$ cat config.mk
export PLATFORM = sky130hd
export DESIGN_NAME = integer_to_ascii_radix
export DESIGN_NICKNAME = d
export VERILOG_FILES = /design/src/rtl/itoar_pkg.sv /design/src/rtl/itoar_divider.sv /design/src/rtl/integer_to_ascii_radix.sv
export SDC_FILE = /design/constraint.sdc
export NUM_CORES = 1
export LEC_CHECK = 0
export BUFFER_PORTS_ARGS = -buffer_cell sky130_fd_sc_hd__buf_4
export CAP_MARGIN = 20
export CORE_MARGIN = 3
export CORE_UTILIZATION = 56
export DETAILED_ROUTE_END_ITERATION = 12
export HOLD_SLACK_MARGIN = 0.1
export PLACE_DENSITY = 0.74
export SLEW_MARGIN = 20
export SYNTH_ARGS = -nofsm -noshare
export SYNTH_HDL_FRONTEND = slang
export SYNTH_SLANG_ARGS = --single-unit
$ cat constraint.sdc
create_clock -name clock -period 4.3 [get_ports clock]
set_clock_uncertainty 0.2 [all_clocks]
set_input_delay 0.215 -clock clock [delete_from_list [all_inputs] [get_ports clock]]
set_output_delay 0.215 -clock clock [all_outputs]
set_load 0.03 [all_outputs]
$ cat src/rtl/itoar_pkg.sv
// Package of the integer to text block: widths, character codes, types, glyph function.
`timescale 1ns / 1ps

package itoar_pkg;

   localparam int VALUE_WIDTH = 32;
   localparam int RADIX_WIDTH = 6;
   localparam int DIGIT_WIDTH = 6;
   localparam int CHAR_WIDTH  = 8;
   localparam int COUNT_WIDTH = $clog2(VALUE_WIDTH + 1);
   localparam int INDEX_WIDTH = $clog2(VALUE_WIDTH);

   localparam logic [RADIX_WIDTH-1:0] RADIX_RESET   = RADIX_WIDTH'(10);
   localparam logic [RADIX_WIDTH-1:0] RADIX_DECIMAL = RADIX_WIDTH'(10);
   localparam logic [RADIX_WIDTH-1:0] RADIX_MIN     = RADIX_WIDTH'(2);
   localparam logic [RADIX_WIDTH-1:0] RADIX_MAX     = RADIX_WIDTH'(36);

   localparam logic [DIGIT_WIDTH-1:0] DIGIT_MAX_DECIMAL = DIGIT_WIDTH'(9);
   localparam logic [DIGIT_WIDTH-1:0] DIGIT_LETTER_BASE = DIGIT_WIDTH'(10);

   localparam logic [CHAR_WIDTH-1:0] CHAR_ZERO    = 8'h30;
   localparam logic [CHAR_WIDTH-1:0] CHAR_NINE    = 8'h39;
   localparam logic [CHAR_WIDTH-1:0] CHAR_LOWER_A = 8'h61;
   localparam logic [CHAR_WIDTH-1:0] CHAR_LOWER_Z = 8'h7a;
   localparam logic [CHAR_WIDTH-1:0] CHAR_MINUS   = 8'h2d;

   typedef enum logic [2:0] {
      ST_IDLE,
      ST_DIVIDE,
      ST_SIGN,
      ST_READ,
      ST_LOAD
   } state_type;

   // Result of the shared divider towards the sequencer
   typedef struct packed {
      logic                   done;
      logic [VALUE_WIDTH-1:0] quotient;
      logic [DIGIT_WIDTH-1:0] remainder;
   } div_result_type;

   // Digit value to its ASCII glyph
   function automatic logic [CHAR_WIDTH-1:0] glyph(input logic [DIGIT_WIDTH-1:0] d);
      logic [DIGIT_WIDTH-1:0] off;
      off = d - DIGIT_LETTER_BASE;
      if (d > DIGIT_MAX_DECIMAL) begin
         return CHAR_LOWER_A + CHAR_WIDTH'(off);
      end
      return CHAR_ZERO + CHAR_WIDTH'(d);
   endfunction

endpackage

$ cat src/rtl/itoar_divider.sv
// Restoring divider, one quotient bit per cycle, for a value by the radix.
`timescale 1ns / 1ps

module itoar_divider
   import itoar_pkg::*;
(
   input  logic                   clock,
   input  logic                   reset,
   input  logic                   start,
   input  logic [VALUE_WIDTH-1:0] dividend,
   input  logic [RADIX_WIDTH-1:0] divisor,
   output div_result_type         result
);

   localparam logic [INDEX_WIDTH-1:0] LAST_STEP = INDEX_WIDTH'(VALUE_WIDTH - 1);

   logic [VALUE_WIDTH-1:0] shift_ff, shift_in;
   logic [DIGIT_WIDTH-1:0] rem_ff, rem_in;
   logic [INDEX_WIDTH-1:0] step_ff, step_in;
   logic                   busy_ff, busy_in;
   logic                   done_ff, done_in;
   logic [DIGIT_WIDTH:0]   trial;
   logic                   fits;

   // One trial subtraction per cycle
   always_comb begin
      trial    = {rem_ff, shift_ff[VALUE_WIDTH-1]};
      fits     = trial >= {1'b0, divisor};
      shift_in = shift_ff;
      rem_in   = rem_ff;
      step_in  = step_ff;
      busy_in  = busy_ff;
      done_in  = 1'b0;
      if (start) begin
         shift_in = dividend;
         rem_in   = '0;
         step_in  = '0;
         busy_in  = 1'b1;
      end else if (busy_ff) begin
         shift_in = {shift_ff[VALUE_WIDTH-2:0], fits};
         rem_in   = fits ? DIGIT_WIDTH'(trial - {1'b0, divisor}) : trial[DIGIT_WIDTH-1:0];
         step_in  = step_ff + INDEX_WIDTH'(1);
         if (step_ff == LAST_STEP) begin
            busy_in = 1'b0;
            done_in = 1'b1;
         end
      end
   end

   // Control state
   always_ff @(posedge clock) begin
      if (reset) begin
         busy_ff <= 1'b0;
         done_ff <= 1'b0;
         step_ff <= '0;
      end else begin
         busy_ff <= busy_in;
         done_ff <= done_in;
         step_ff <= step_in;
      end
   end

   // Datapath
   always_ff @(posedge clock) begin
      shift_ff <= shift_in;
      rem_ff   <= rem_in;
   end

   assign result.done      = done_ff;
   assign result.quotient  = shift_ff;
   assign result.remainder = rem_ff;

endmodule

$ cat src/rtl/integer_to_ascii_radix.sv
// Top level of the integer to text converter: sequencer, digit store and output register.
`timescale 1ns / 1ps

// Converts one 32-bit integer per transaction into its text in the radix held in the csr
// register (2 to 36; smaller settings act as 2, larger as 36), one character per response
// transaction, most significant first, is_last on the final one. In radix ten a negative
// value is led by '-'; other radices read the value as unsigned. Digits come from one
// shared bit-serial divider. Each digit is then read from the digit store and loaded,
// a minus is loaded before them, and the block returns to idle before the next
// acceptance. A stalled response holds the sequencer while the next character waits.
// req_stall is high from acceptance until the last character has been loaded into the
// output register. The csr register should be written only while the block is idle.
module integer_to_ascii_radix
   import itoar_pkg::*;
(
   input  logic                   clock,
   input  logic                   reset,
   input  logic                   req_valid,
   output logic                   req_stall,
   input  logic [VALUE_WIDTH-1:0] req_value,
   output logic                   rsp_valid,
   input  logic                   rsp_stall,
   output logic [CHAR_WIDTH-1:0]  rsp_character,
   output logic                   rsp_is_last,
   input  logic                   csr_valid,
   output logic                   csr_ready,
   input  logic [RADIX_WIDTH-1:0] csr_radix
);

   state_type              state_ff, state_in;
   logic [RADIX_WIDTH-1:0] radix_ff, radix_in;
   logic [RADIX_WIDTH-1:0] base_ff, base_in;
   logic                   negative_ff, negative_in;
   logic [COUNT_WIDTH-1:0] count_ff, count_in;
   logic                   rsp_valid_ff, rsp_valid_in;
   logic [CHAR_WIDTH-1:0]  rsp_char_ff, rsp_char_in;
   logic                   rsp_last_ff, rsp_last_in;
   logic [DIGIT_WIDTH-1:0] store [VALUE_WIDTH];
   logic [DIGIT_WIDTH-1:0] rd_data_ff;
   logic [COUNT_WIDTH-1:0] count_less;

   logic                   accept;
   logic                   out_free;
   logic                   div_start;
   logic                   store_we;
   logic                   load_sign;
   logic                   load_digit;
   logic [RADIX_WIDTH-1:0] eff_radix;
   logic                   value_neg;
   logic [VALUE_WIDTH-1:0] magnitude;
   logic [VALUE_WIDTH-1:0] div_dividend;
   div_result_type         div_result;

   assign accept   = req_valid && !req_stall;
   assign out_free = !rsp_valid_ff || !rsp_stall;

   // Clamp the configured radix into the usable range
   always_comb begin
      priority if (radix_ff < RADIX_MIN) begin
         eff_radix = RADIX_MIN;
      end else if (radix_ff > RADIX_MAX) begin
         eff_radix = RADIX_MAX;
      end else begin
         eff_radix = radix_ff;
      end
   end

   // Sign handling: only radix ten shows a minus
   assign value_neg    = (eff_radix == RADIX_DECIMAL) && req_value[VALUE_WIDTH-1];
   assign magnitude    = value_neg ? (~req_value + VALUE_WIDTH'(1)) : req_value;
   assign div_dividend = accept ? magnitude : div_result.quotient;

   // Next state
   always_comb begin
      state_in = state_ff;
      unique case (state_ff)
         ST_IDLE: begin
            if (accept) state_in = ST_DIVIDE;
         end
         ST_DIVIDE: begin
            if (div_result.done && (div_result.quotient == '0)) begin
               state_in = negative_ff ? ST_SIGN : ST_READ;
            end
         end
         ST_SIGN: begin
            if (out_free) state_in = ST_READ;
         end
         ST_READ: begin
            state_in = ST_LOAD;
         end
         ST_LOAD: begin
            if (out_free) begin
               state_in = (count_ff == COUNT_WIDTH'(1)) ? ST_IDLE : ST_READ;
            end
         end
         default: begin
            state_in = ST_IDLE;
         end
      endcase
   end

   // Outputs of the sequencer
   always_comb begin
      req_stall  = 1'b1;
      csr_ready  = 1'b0;
      div_start  = 1'b0;
      store_we   = 1'b0;
      load_sign  = 1'b0;
      load_digit = 1'b0;
      unique case (state_ff)
         ST_IDLE: begin
            req_stall = reset;
            csr_ready = !reset;
            div_start = accept;
         end
         ST_DIVIDE: begin
            store_we  = div_result.done;
            div_start = div_result.done && (div_result.quotient != '0);
         end
         ST_SIGN: begin
            load_sign = out_free;
         end
         ST_READ: begin
         end
         ST_LOAD: begin
            load_digit = out_free;
         end
         default: begin
         end
      endcase
   end

   // Register next values
   always_comb begin
      radix_in     = radix_ff;
      base_in      = base_ff;
      negative_in  = negative_ff;
      count_in     = count_ff;
      rsp_valid_in = rsp_valid_ff;
      rsp_char_in  = rsp_char_ff;
      rsp_last_in  = rsp_last_ff;
      if (csr_valid && csr_ready) radix_in = csr_radix;
      if (accept) begin
         base_in     = eff_radix;
         negative_in = value_neg;
         count_in    = '0;
      end else if (store_we) begin
         count_in = count_ff + COUNT_WIDTH'(1);
      end else if (load_digit) begin
         count_in = count_less;
      end
      priority if (load_sign) begin
         rsp_valid_in = 1'b1;
         rsp_char_in  = CHAR_MINUS;
         rsp_last_in  = 1'b0;
      end else if (load_digit) begin
         rsp_valid_in = 1'b1;
         rsp_char_in  = glyph(rd_data_ff);
         rsp_last_in  = (count_ff == COUNT_WIDTH'(1));
      end else if (!rsp_stall) begin
         rsp_valid_in = 1'b0;
      end
   end

   assign count_less = count_ff - COUNT_WIDTH'(1);

   // Control registers
   always_ff @(posedge clock) begin
      if (reset) begin
         state_ff     <= ST_IDLE;
         radix_ff     <= RADIX_RESET;
         negative_ff  <= 1'b0;
         count_ff     <= '0;
         rsp_valid_ff <= 1'b0;
      end else begin
         state_ff     <= state_in;
         radix_ff     <= radix_in;
         negative_ff  <= negative_in;
         count_ff     <= count_in;
         rsp_valid_ff <= rsp_valid_in;
      end
   end

   // Payload registers
   always_ff @(posedge clock) begin
      base_ff     <= base_in;
      rsp_char_ff <= rsp_char_in;
      rsp_last_ff <= rsp_last_in;
   end

   // Digit store, least significant digit first, registered read
   always_ff @(posedge clock) begin
      if (store_we) store[count_ff[INDEX_WIDTH-1:0]] <= div_result.remainder;
      rd_data_ff <= store[count_less[INDEX_WIDTH-1:0]];
   end

   itoar_divider u_divider (
      .clock    (clock),
      .reset    (reset),
      .start    (div_start),
      .dividend (div_dividend),
      .divisor  (accept ? eff_radix : base_ff),
      .result   (div_result)
   );

   assign rsp_valid     = rsp_valid_ff;
   assign rsp_character = rsp_char_ff;
   assign rsp_is_last   = rsp_last_ff;

endmodule

# Word-level counts from Yosys, hierarchy flattened
# Memory sizes are Yosys's and may differ from the RTL's. A register that Yosys moved wholly into a read port is not among the register bits.
# Cells that the tools add are included.
dict set report word_totals {
  ramBits 192
  inputBits 43
  n_memories 1
  elab_cells 98
  output_inout_bits 12
  register_bits 77
}
dict set report op_classes {
  bitwise_logic 2
  reduce_logical 20
  eq_ne 13
  add_sub_neg 8
  n_mux 37
  magnitude_cmp 4
}
# name words word_bits read_ports rd_clocked_by_memory_dff write_ports line_no
set memory_table {}
lappend memory_table {store 32 6 1 1 1 integer_to_ascii_radix.sv:38} ;# logic [DIGIT_WIDTH-1:0] store [VALUE_WIDTH];
# operator count
set ops {}
lappend ops {{$mux 32} 4}
lappend ops {{$mux 6} 6}
lappend ops {{$add 32x1->32 const B} 1}
lappend ops {{$logic_not 32->1} 1}
lappend ops {{$not 32->32} 1}
lappend ops {{$reduce_bool 32->1} 1}
lappend ops {{$mux 1} 18}
lappend ops {{$mux 8} 2}
lappend ops {{$pmux 3 s5} 1}
lappend ops {{$mux 3} 4}
lappend ops {{$ne 2x2->1 const B} 5}
lappend ops {{$add 7x6->8 const A} 1}
lappend ops {{$add 6x6->7 const A} 1}
lappend ops {{$ge 7x6->1} 1}
lappend ops {{$add 6x1->6 const B} 1}
lappend ops {{$eq 3x2->1 const B} 2}
lappend ops {{$eq 6x1->1 const B} 1}
lappend ops {{$eq 6x4->1 const B} 1}
lappend ops {{$gt 6x4->1 const B} 1}
lappend ops {{$gt 6x6->1 const B} 1}
lappend ops {{$lt 6x2->1 const B} 1}
lappend ops {{$sub 6x1->6 const B} 1}
lappend ops {{$sub 6x4->6 const B} 1}
lappend ops {{$sub 6x6->6} 1}
lappend ops {{other kinds (17)} 26}

# Logic depth before layout (Yosys ltp)
# Gate-level depths: netlist of the first run.
dict set report depth {
  depth_word 8
  ltp_mapped 13
  depth_no_buf 12
}

# Cells and area by module
# From an unflattened synthesis of the first run, not the netlist that was laid out.
dict set report unflattened {
  cells_unflattened 969
  hier_area_um2 12919.9
}
# mod cells_per_inst n_inst area_each_um2 seq_area_each_um2
set modules_own_cells {}
lappend modules_own_cells {integer_to_ascii_radix 796 1 10694.0 6526.3}
lappend modules_own_cells {itoar_divider 173 1 2225.9 1221.2}

# Worst setup path before layout of the first run
# No wires, ideal clock.
dict set report synth_timing {
  kind {reg2reg}
  from {register u_divider.shift_ff[31]}
  to {register u_divider.shift_ff[0] (enable)}
  required_ps 3634
  t_arrival_ps 3691
  synth_period_minus_slack_ps 4357
  setup_time_ps 466
  stages_incl_launch_ff 7
  n_path_buf 2
  setup_slack_ps -57
  cell_sequence {edfxtp_1 > nor4_1 > nand4_1 > o21a_1 > clkbuf_1 > buf_1 > o21ai_0}
}
dict set report synth_between {
  elab_chain_len 5
  elab_cells_between_ends 6
  classes_between {eq/ne: 1; mux: 1; reduce/logical: 4}
}
# element line_no
set synth_rtl {}
lappend synth_rtl {{from (decl)} itoar_divider.sv:17} ;# logic [VALUE_WIDTH-1:0] shift_ff, shift_in;
lappend synth_rtl {{from (signal assigned)} itoar_divider.sv:65} ;# shift_ff <= shift_in;
lappend synth_rtl {{$reduce_bool 32->1 *} integer_to_ascii_radix.sv:118} ;# div_start = div_result.done && (div_result.quotient != '0);
lappend synth_rtl {{$logic_and 1x1->1 *} integer_to_ascii_radix.sv:118}
lappend synth_rtl {{$pmux 1 s2 *} integer_to_ascii_radix.sv:110} ;# unique case (state_ff)
lappend synth_rtl {{$ne 2x2->1 (no source line) / $reduce_bool 2->1 (equally long branches)} n/a}
lappend synth_rtl {{$reduce_and 2->1 (no source line) *} n/a}
# Mark *: on every way between the ends. The rest lies on a longest branch, timed or not.
# A chain may end at the register's enable or synchronous reset.

# Worst setup path in the final report of the first run
dict set report layout_timing {
  from {register state_ff[2]}
  to {register u_divider.rem_ff[3]}
}
dict set report layout_between {
  elab_chain_len 7
  elab_cells_between_ends 10
  classes_between {add/sub: 1; order compare: 1; eq/ne: 1; mux: 4; reduce/logical: 3}
}
# element line_no
set layout_rtl {}
lappend layout_rtl {{from (decl)} integer_to_ascii_radix.sv:30} ;# state_type state_ff, state_in;
lappend layout_rtl {{from (signal assigned)} integer_to_ascii_radix.sv:176} ;# state_ff <= state_in;
lappend layout_rtl {{$logic_not 3->1} integer_to_ascii_radix.sv:110}
lappend layout_rtl {{$mux 1} integer_to_ascii_radix.sv:110}
lappend layout_rtl {{$logic_not 1->1} integer_to_ascii_radix.sv:54} ;# assign accept = req_valid && !req_stall;
lappend layout_rtl {{$logic_and 1x1->1} integer_to_ascii_radix.sv:54}
lappend layout_rtl {{$mux 6} n/a}
lappend layout_rtl {{$sub 6x6->6 / $ge 7x6->1 (equally long branches)} {itoar_divider.sv:41, itoar_divider.sv:28}}
lappend layout_rtl {{$mux 6} itoar_divider.sv:41} ;# rem_in = fits ? DIGIT_WIDTH'(trial - {1'b0, divisor}) : trial[DIGIT_WIDTH-1:0];
lappend layout_rtl {{to (signal assigned)} itoar_divider.sv:66} ;# rem_ff <= rem_in;
lappend layout_rtl {{to (decl)} itoar_divider.sv:18} ;# logic [DIGIT_WIDTH-1:0] rem_ff, rem_in;
# Several ways; a longest one is shown, not always the timed one.

==> out/metrics.yaml, run 1 <==
syn_inst: 872
grt_max_degree: 53
post-route-period-util_pct: 85.33
start_util_pct: 58.05
period_minus_slack_ns: 3.669
clkTransAtPathRegs_ns: 0.06
cts_root_buf: "clkbuf_16"
antenna_found_initial: 0
grt_setup_unrepaired: "no"
grt_pass1_vias: 7894
yosysWarnings: 0
first_pass_iters: 5
r2r_end: "u_divider.rem_ff[3]"
grt_first_pass_wirelength_mm: 43.37
cts.sinks: 275
wl_per_cell_um: 21.38
path_depth: 12
worst_pin_slew_ns: 1.063
htree_levels: 1
syn2layout_area_growth_pct: 17.87
seq_area_frac_synth_pct: 62.51
wl_mm: 27.39
cp_common_cell: "buf_4"
endpoint_kind: "register"
avgSynthCellArea_um2: 14.21
p_leak_uw: 0.004913
ff2ff_path_depth: 12
cp-start-kind: "register"
antenna-diode-count: 0
min_to: "rsp_character[7]"
synth_area_mm2: 0.01239
vdd_ir_drop_max_uv: 324.0
critPathSlowestCell: "dfxtp_1"
clockBufferDepth: 3
arrival_ns: 3.89
dieArea_mm2: 0.02395
status: "finished, final reports clean"
hold_path.class: "register to register"
ant_nets: 0
rrSetupSlack_ns: 0.63
synth_flop_cell: "edfxtp_1"
placementRows: 53
worst-path-buf-inv: 3
setup_viol: 0
gr-total-overflow: 0
drc: 0
drive_gt1_share_pct: 19.88
setup_tns_ns: 0
fp.dieH_um: 154.8
maxSlewHeadroom_pct: 29.12
die_x_um: 154.8
dp_hpwl_mm: 17.04
drv_cap: 0
crit_required_ns: 4.53
grtUsageTotal_pct: 23.07
cp_max_fo: 18
critPathKind: "register to register"
syn_nets: 936
cts_buffers: 28
vias: 7872
port_buffers: 54
insertion_delay_ns: 0.53
synth_edf_count: 224
crit_family: "compound AO/OA/AOI/OAI gates"
via_per_inst: 6.145
tritoncts: "built"
powerDensity_mw_per_mm2: 547.2
core_area_mm2: 0.02135
hp-start: "rsp_character[7]"
io_pins: 55
post-route-util_pct: 68.42
cp_cell_sequence: "nor4_4, nand2_1, buf_4, o21ai_0, inv_1, ha_1, nor2b_1, o31a_1, o31ai_1, buf_4, a211o_1, a311oi_1"
worstReg2RegStart: "state_ff[2]"
synth_cell_types: 63
ys_ff_latch: 275
layout.nets: 1052
postCtsSetupBuffers: 0
hold_viol: 0
max_stage_delay_ns: 0.43
fmax_mhz: 272.6
drv_slew: 0
holdPathStages: 2
drt_iter0_drc: 659
gp_congestion: 0.8708
nFillCells: 1386
synth-async-reset-ratio_pct: 0
==> registers in the layout, indices dropped and copies added (netlist names) <==
signal              flops
state_ff                3
rsp_is_last             1
store                 192
negative_ff             1
base_ff                 6
u_divider.step_ff       5
rsp_character           8
u_divider.done_ff       1
u_divider.shift_ff     32
u_divider.busy_ff       1
rd_data_ff              6
rsp_valid               1
u_divider.rem_ff        6
radix_ff                6
count_ff                6
==> worst reg2reg max path, cell delays in order (launching register included) <==
cell and delay [ns]:
dfxtp_1 0.43, nor4_4 0.42, nand2_1 0.10, buf_4 0.20
o21ai_0 0.41, inv_1 0.11, ha_1 0.31, nor2b_1 0.24
o31a_1 0.25, o31ai_1 0.09, buf_4 0.17, a211o_1 0.30
a311oi_1 0.32
==> synthesized netlist by cell type, drive strengths merged (5+ instances only) <==
cell | number | share of area, %
or3 | 5 | 0.25
mux2 | 11 | 1.0
nand2b | 7 | 0.35
nor2 | 75 | 2.3
a41oi | 6 | 0.42
and3 | 5 | 0.25
ha | 20 | 2.0
o31ai | 5 | 0.30
edfxtp | 224 | 54
buf | 15 | 0.74
dfxtp | 51 | 8.2
a21oi | 40 | 1.6
or4 | 5 | 0.30
o21ai | 24 | 0.97
xnor2 | 38 | 2.7
nand4 | 10 | 0.50
nand3 | 11 | 0.44
a31oi | 15 | 0.76
inv | 30 | 0.91
mux4 | 60 | 11
clkbuf | 27 | 0.82
o21a | 11 | 0.67
o211ai | 8 | 0.48
nand3b | 8 | 0.48
xor2 | 9 | 0.64
nor4 | 14 | 1.1
nand2 | 51 | 1.5
nor3 | 37 | 1.5
==> through the flow <==
step	cells	hold WS [ns]	total power, µW	area (µm²)	setup WS (ns)
2_1_floorplan	872	0.1140	4870	12390	0.5674
3_3_place_gp	1176	0.1996	5433	13110	0.9489
3_5_place_dp	1176	0.2045	5487	13110	0.8943
4_1_cts	1281	0.2618	7972	14590	0.7730
5_1_grt	1281	0.3036	8340	14610	0.3465
6_report	1281	0.2567	7995	14610	0.6310
==> worst max-delay path by stage <==
stage	start	endpoint	slack, ns
finish	state_ff[2]	u_divider.rem_ff[3]	0.63
global route	state_ff[2]	u_divider.rem_ff[4]	0.35
CTS	state_ff[2]	u_divider.rem_ff[4]	0.77
detailed placement	state_ff[2]	u_divider.rem_ff[5]	0.89
global placement	state_ff[2]	u_divider.rem_ff[5]	0.95
floorplan	state_ff[2]	u_divider.rem_ff[3]	0.57
==> final cells by class <==
cell class / count / area [µm²] / share of cell area (%)
Clock inverter: 14 / 168.9 / 1.156
Clock buffer: 34 / 744.5 / 5.096
Inverter: 30 / 112.6 / 0.7708
Sequential cell: 275 / 7751 / 53.06
Timing Repair Buffer: 128 / 1116 / 7.640
Multi-Input combinational cell: 525 / 4372 / 29.92
Tap cell: 275 / 344.1 / 2.355
==> layer usage <==
| metal | global-route usage (%) | part of all wire, % | vias to the layer above |
|---|---|---|---|
| met5 | 0 | 0 | - |
| met4 | 6.897 | 2.2 | 0 |
| met3 | 3.553 | 6.8 | 51 |
| met2 | 38.02 | 48 | 322 |
| met1 | 32.25 | 43 | 3896 |
| li1 | - | - | 3603 |
==> placed cells by master, fill, tap and decap left out, types with 7 or more instances in the layout <==
cell and n:
nand3b_1 8, o21ai_0 22, o21a_1 11, o211ai_1 8, nand2_1 51, nand3_1 11
nor3_1 36, nor4_1 10, a31oi_1 15, mux2_2 11, nor2_1 74, clkbuf_16 29
dfxtp_1 50, edfxtp_1 224, inv_1 30, xor2_1 9, dlygate4sd3_1 57, xnor2_1 37
nand2b_1 7, nand4_1 10, buf_4 70, a21oi_1 40, mux4_2 60, ha_1 19
==> repair_timing <==
| item | 4_1_cts | 5_1_grt |
|---|---|---|
| endpoints found under the hold margin | 55 | 0 |
| resized for setup | 0 | 0 |
| hold buffers | 57 | 0 |
==> where the power goes <==
group / total [µW] / internal (µW) / switching [µW]
sequential: 3490 / 3320 / 166
combinational: 2090 / 845 / 1250
clock: 2410 / 1460 / 955
total: 7990 / 5630 / 2370
==> cell families after synthesis <==
family / count (synthesis) / share of synthesized area (%)
simple gates: 253 / 10.67
buf+inv: 72 / 2.463
flops: 275 / 62.51
xor+xnor: 47 / 3.321
fa+ha+maj: 22 / 2.261
mux: 75 / 12.22
compound gates: 128 / 6.552
No activity file was read; power rests on OpenSTA's default activity.
==> inputs of run 2 (changes only) <==
Settings changed: CORE_UTILIZATION 56 to 62, PLACE_DENSITY 0.74 to 0.78.
Clock period 4.3 ns to 3.65 ns, I/O delays scaled along.
==> run 2 against run 1 <==
Flip-flop and latch count did not move; sequential power rose by 17%; combinational power rose by 23%; worst hold slack got worse by 0.0025 ns; sequential share of layout area fell by 0.58 points; maximum frequency rose by 5.6%; first-iteration DRC count rose by 29%; global-route usage rose by 3.7 points; register-to-register slack got worse by 0.45 ns; via count rose by 5.2%; critical endpoint is now u_divider.rem_ff[5]; die area fell by 9.3%; non-clock buffer count rose by 15.
==> out/metrics.yaml, run 2 (synthesized netlist as in run 1, its figures left out) <==
ant_nets: 0  # unchanged
port_buffers: 54  # unchanged
insertion_delay_ns: 0.56  # +0.03 ns
fmax_mhz: 287.9  # +5.6%
io_pins: 55  # unchanged
postCtsSetupBuffers: 0  # unchanged
hp-start: "rsp_character[7]"
crit_start: "radix_ff[2]"
drv_cap: 0  # unchanged
cts.sinks: 275  # unchanged
mostFrequentLayoutCells: "edfxtp_1 (224), buf_4 (77), nor2_1 (74), dlygate4sd3_1 (64), mux4_2 (60)"
endpoint_kind: "register"
post-route-util_pct: 75.65  # +7.2 points
vdd_ir_drop_max_uv: 504.6  # +56%
antenna_found_initial: 0  # unchanged
gp_congestion: 0.9055  # +4.0%
p_leak_uw: 0.005006  # +1.9%
drt_iter0_drc: 852  # +29%
final_cells: 1289  # +0.62%
wl_per_cell_um: 22.37  # +4.6%
dp.cells: 1174  # -0.17%
cts_root_buf: "clkbuf_16"
period_minus_slack_ns: 3.473  # -0.1957 ns
dp_hpwl_mm: 17.42  # +2.2%
fp.dieH_um: 147.4  # -4.8%
grt_max_degree: 53  # unchanged
fin_total_pwr_uw: 9559  # +20%
largest_reg_flops: 192  # unchanged
drv_slew: 0  # unchanged
powerDensity_mw_per_mm2: 647.1  # +18%
grt_first_pass_wirelength_mm: 45.71  # +5.4%
drc: 0  # unchanged
grtUsageTotal_pct: 26.81  # +3.7 points
first_pass_iters: 5  # unchanged
gr-total-overflow: 0  # unchanged
drive_gt1_share_pct: 20.90  # +1.0 points
dieArea_mm2: 0.02172  # -9.3%
via_per_inst: 6.427  # +4.6%
tritoncts: "built"
layout.nets: 1067  # +1.4%
htree_levels: 1  # unchanged
grt_setup_unrepaired: "no"
cp_max_fo: 4  # -14
setup_viol: 0  # unchanged
start_util_pct: 63.48  # +5.4 points
r2r_end: "u_divider.rem_ff[5]"
cp-start-kind: "register"
status: "finished, final reports clean"
placementRows: 51  # -3.8%
worst_pin_slew_ns: 0.9064  # -0.1568 ns
antenna-diode-count: 0  # unchanged
vias: 8285  # +5.2%
wl_mm: 28.84  # +5.3%
hold_path.class: "register to register"
final_common_cell: "edfxtp_1"
grt_pass1_vias: 8122  # +2.9%
worstReg2RegStart: "radix_ff[2]"
nFillCells: 1125  # -19%
ff2ff_path_depth: 10  # -2
core_area_mm2: 0.01953  # -8.6%
min_to: "rsp_character[7]"
crit_required_ns: 3.93  # -0.60 ns
hold_viol: 0  # unchanged
clockBufferDepth: 3  # unchanged
post-route-period-util_pct: 95.16  # +9.8 points
die_x_um: 147.4  # -4.8%
rrSetupSlack_ns: 0.18  # -0.45 ns
cts_buffers: 28  # unchanged
maxSlewHeadroom_pct: 39.07  # +10 points
setup_tns_ns: 0  # unchanged
clkTransAtPathRegs_ns: 0.06  # about the same
syn2layout_area_growth_pct: 19.18
arrival_ns: 3.75  # -0.14 ns
critPathKind: "register to register"
holdPathStages: 2  # unchanged
## run 2: cell count changes in the layout (fill, tap and decap cells not counted), sizes merged
cell / change
buf: +8
dlygate4sd3: +7
clkinv: +5
clkbuf: -2
## run 2: worst max-delay path by stage
stage                     cells after the start                    end  slack [ns]
after global routing                         10  u_divider.shift_ff[0]        0.03
after global placement                       10    u_divider.rem_ff[4]        0.42
after CTS                                    10    u_divider.rem_ff[4]        0.24
after detailed placement                     10    u_divider.rem_ff[4]        0.32
after floorplan                              13    u_divider.rem_ff[3]         0.1
final                                        10    u_divider.rem_ff[5]        0.18
## run 2: cell type report
class / count / area [µm²] / area share [%]
Sequential cell: 275 / 7751 / 52.47
Multi-Input combinational cell: 525 / 4369 / 29.58
Timing Repair Buffer: 143 / 1259 / 8.521
Clock buffer: 32 / 725.7 / 4.913
Tap cell: 265 / 331.6 / 2.245
Clock inverter: 19 / 222.7 / 1.508
Inverter: 30 / 112.6 / 0.7623
## run 2: worst max-delay path, stage by stage (launching register included)
cell and delay (ns):
dfxtp_1 0.34, or3_1 0.45, maj3_1 0.40, o21ai_0 0.30
inv_1 0.09, ha_1 0.30, nor2b_1 0.15, o31a_1 0.31
o31a_1 0.30, a2111o_1 0.41, a21oi_1 0.15
## run 2: power by group
part           leakage [µW]  total (µW)  switching [µW]  internal, µW
Combinational       0.00207        2570            1530          1040
Sequential          0.00247        4090             176          3910
Clock              0.000468        2900            1180          1710
Total               0.00501        9560            2890          6670
## run 2: timing repair
item,CTS,global route
resized for setup,0,1
endpoints found under the setup margin,0,2
hold buffers,64,0
hold endpoints to repair,61,0
## run 2: stage by stage
stage	instance area, µm²	setup WS, ns	hold WS [ns]
2_1_floorplan	12400	0.09693	0.08145
3_3_place_gp	13170	0.4153	0.1675
3_5_place_dp	13170	0.3229	0.1735
4_1_cts	14760	0.2379	0.2549
5_1_grt	14770	0.03089	0.2875
6_report	14770	0.1767	0.2542
## run 2: metal layers
metal	GRT usage [%]	up-vias	wire length, µm
li1	-	3640	-
met1	39.25	4102	11550
met2	43.66	471	14080
met3	3.587	72	2469
met4	6.990	0	740
met5	0	-	0
==> inputs of run 3 (changes only) <==
Settings changed: RECOVER_POWER set to 25.
==> run 3 against run 2 <==
Largest cell class unchanged; global-route usage unchanged; critical path type unchanged; clock power about the same; critical path depth stayed put; core utilization down 0.077 points; routed wire length is 0.31% lower; setup slack worse by 0.0017 ns; worst hold slack hardly changed; the flow now finishes with violations (max-capacitance violations, max-slew violations).
==> out/metrics.yaml, run 3 (synthesized netlist as in run 1, its figures left out) <==
gr-total-overflow: 0  # unchanged
cts_root_buf: "clkbuf_16"
setup_tns_ns: 0  # unchanged
postCtsSetupBuffers: 0  # unchanged
grt_max_degree: 53  # unchanged
drc: 0  # unchanged
mostFrequentLayoutCells: "edfxtp_1 (224), nor2_1 (74), buf_4 (73), dlygate4sd3_1 (64), mux4_2 (60)"
clockBufferDepth: 3  # unchanged
hold_viol: 0  # unchanged
wl_per_cell_um: 22.30  # -0.31%
drv_cap: 3  # +3
powerDensity_mw_per_mm2: 647.2  # about the same
failed_checks: "max-capacitance violations, max-slew violations"
die_x_um: 147.4  # unchanged
arrival_ns: 3.72  # -0.03 ns
share_comb_of_total_power_pct: 26.8  # about the same
cts_buffers: 28  # unchanged
fmax_mhz: 287.8  # about the same
tritoncts: "built"
internal_power_uw: 6671  # about the same
syn2layout_area_growth_pct: 19.06
drive_gt1_share_pct: 20.51  # -0.39 points
dp.cells: 1174  # unchanged
cp_max_fo: 8  # +4
vdd_ir_drop_max_uv: 509.3  # +0.93%
post-route-period-util_pct: 95.21  # about the same
fin_ws_ns: 0.1749  # -0.001735 ns
layout.nets: 1067  # unchanged
final_cells: 1289  # unchanged
final_common_cell: "edfxtp_1"
antenna-diode-count: 0  # unchanged
grt_setup_unrepaired: "no"
crit_required_ns: 3.90  # -0.03 ns
drv_slew: 105  # +105
hold_path.class: "register to register"
dp_hpwl_mm: 17.42  # unchanged
wl_mm: 28.75  # -0.31%
antenna_found_initial: 0  # unchanged
core_area_mm2: 0.01953  # unchanged
placementRows: 51  # unchanged
port_buffers: 54  # unchanged
cp-start-kind: "register"
start_util_pct: 63.48  # unchanged
gp_congestion: 0.9055  # unchanged
post-route-util_pct: 75.57  # -0.077 points
power.share.clock_pct: 30.3  # about the same
period_minus_slack_ns: 3.475  # +0.001735 ns
first_pass_iters: 5  # unchanged
status: "complete, but fails checks"
critPathKind: "register to register"
io_pins: 55  # unchanged
maxSlewHeadroom_pct: -9.385  # -48 points
whs_ns: 0.2544  # +0.0001650 ns
cts.sinks: 275  # unchanged
grtUsageTotal_pct: 26.81  # unchanged
dieArea_mm2: 0.02172  # unchanged
p_sw_share_pct: 30.15  # -0.068 points
htree_levels: 1  # unchanged
worst_pin_slew_ns: 1.641  # +0.7344 ns
p_leak_uw: 0.004990  # -0.32%
setup_viol: 0  # unchanged
via_per_inst: 6.411  # -0.25%
ant_nets: 0  # unchanged
grt_first_pass_wirelength_mm: 45.71  # unchanged
largest_reg_flops: 192  # unchanged
seqPwrFrac_pct: 42.9  # about the same
vias: 8264  # -0.25%
grt_pass1_vias: 8122  # unchanged
clkTransAtPathRegs_ns: 0.06  # about the same
drt_iter0_drc: 839  # -1.5%
fp.dieH_um: 147.4  # unchanged
insertion_delay_ns: 0.56  # about the same
post-place-ws_ns: 0.3229  # unchanged
p_sw_uw: 2879  # -0.32%
endpoint_kind: "register"
-- run 3: changes by cell type in the layout (fill, tap and decap cells not counted), sizes merged --
cell and change:
buf -4, clkbuf +4
-- run 3: power groups by stage --
| stage | clock network, µW | logic, µW | registers, µW |
|---|---|---|---|
| after global placement | 0 | 2220 | 4130 |
| after floorplan | 0 | 1450 | 4300 |
| after CTS | 2940 | 2490 | 4080 |
| after global routing | 3070 | 2770 | 4130 |
| after detailed placement | 0 | 2340 | 4140 |
| final | 2890 | 2560 | 4100 |
-- run 3: worst paths after layout --
path,startpoint,to,slack [ns],depth (start not counted)
setup / recovery,radix_ff[2],u_divider.rem_ff[4],0.17,10
hold / removal,rsp_character[7],rsp_character[7],0.25,2
setup reg to reg,radix_ff[2],u_divider.rem_ff[4],0.17,10
hold reg to reg,rsp_character[7],rsp_character[7],0.25,2
-- run 3: what timing repair did --
| item | CTS | global route |
|---|---|---|
| hold buffers | 64 | 0 |
| gates resized for setup | 0 | 1 |
| setup endpoints to repair | 0 | 2 |
| hold endpoints to repair | 61 | 0 |
-- run 3: worst max-delay path, cell delays in order (launching register included) --
cell and delay [ns]:
dfxtp_1 0.34, or3_1 0.45, maj3_1 0.40, o21ai_0 0.30, inv_1 0.09, ha_1 0.30
nor2b_1 0.15, o31a_1 0.31, o31ai_4 0.37, nand3_1 0.12, a311oi_1 0.35
-- run 3: area by class of cell --
type / count / area (µm²)
Fill cell: 1130 / 4770
Multi-Input combinational cell: 525 / 4369
Clock buffer: 32 / 725.7
Clock inverter: 19 / 222.7
Tap cell: 265 / 331.6
Sequential cell: 275 / 7751
Timing Repair Buffer: 143 / 1244
Inverter: 30 / 112.6
-- run 3: stage by stage --
stage,cell area [µm²],power [µW]
2_1_floorplan,12400,5747
3_3_place_gp,13170,6353
3_5_place_dp,13170,6483
4_1_cts,14760,9510
5_1_grt,14760,9965
6_report,14760,9550
-- run 3: per-layer routing --
layer | part of all wire, % | global-route usage, % | up-vias
li1 | - | - | 3645
met1 | 40 | 39.25 | 4103
met2 | 49 | 43.66 | 445
met3 | 8.2 | 3.587 | 71
met4 | 2.8 | 6.990 | 0
met5 | 0 | 0 | -
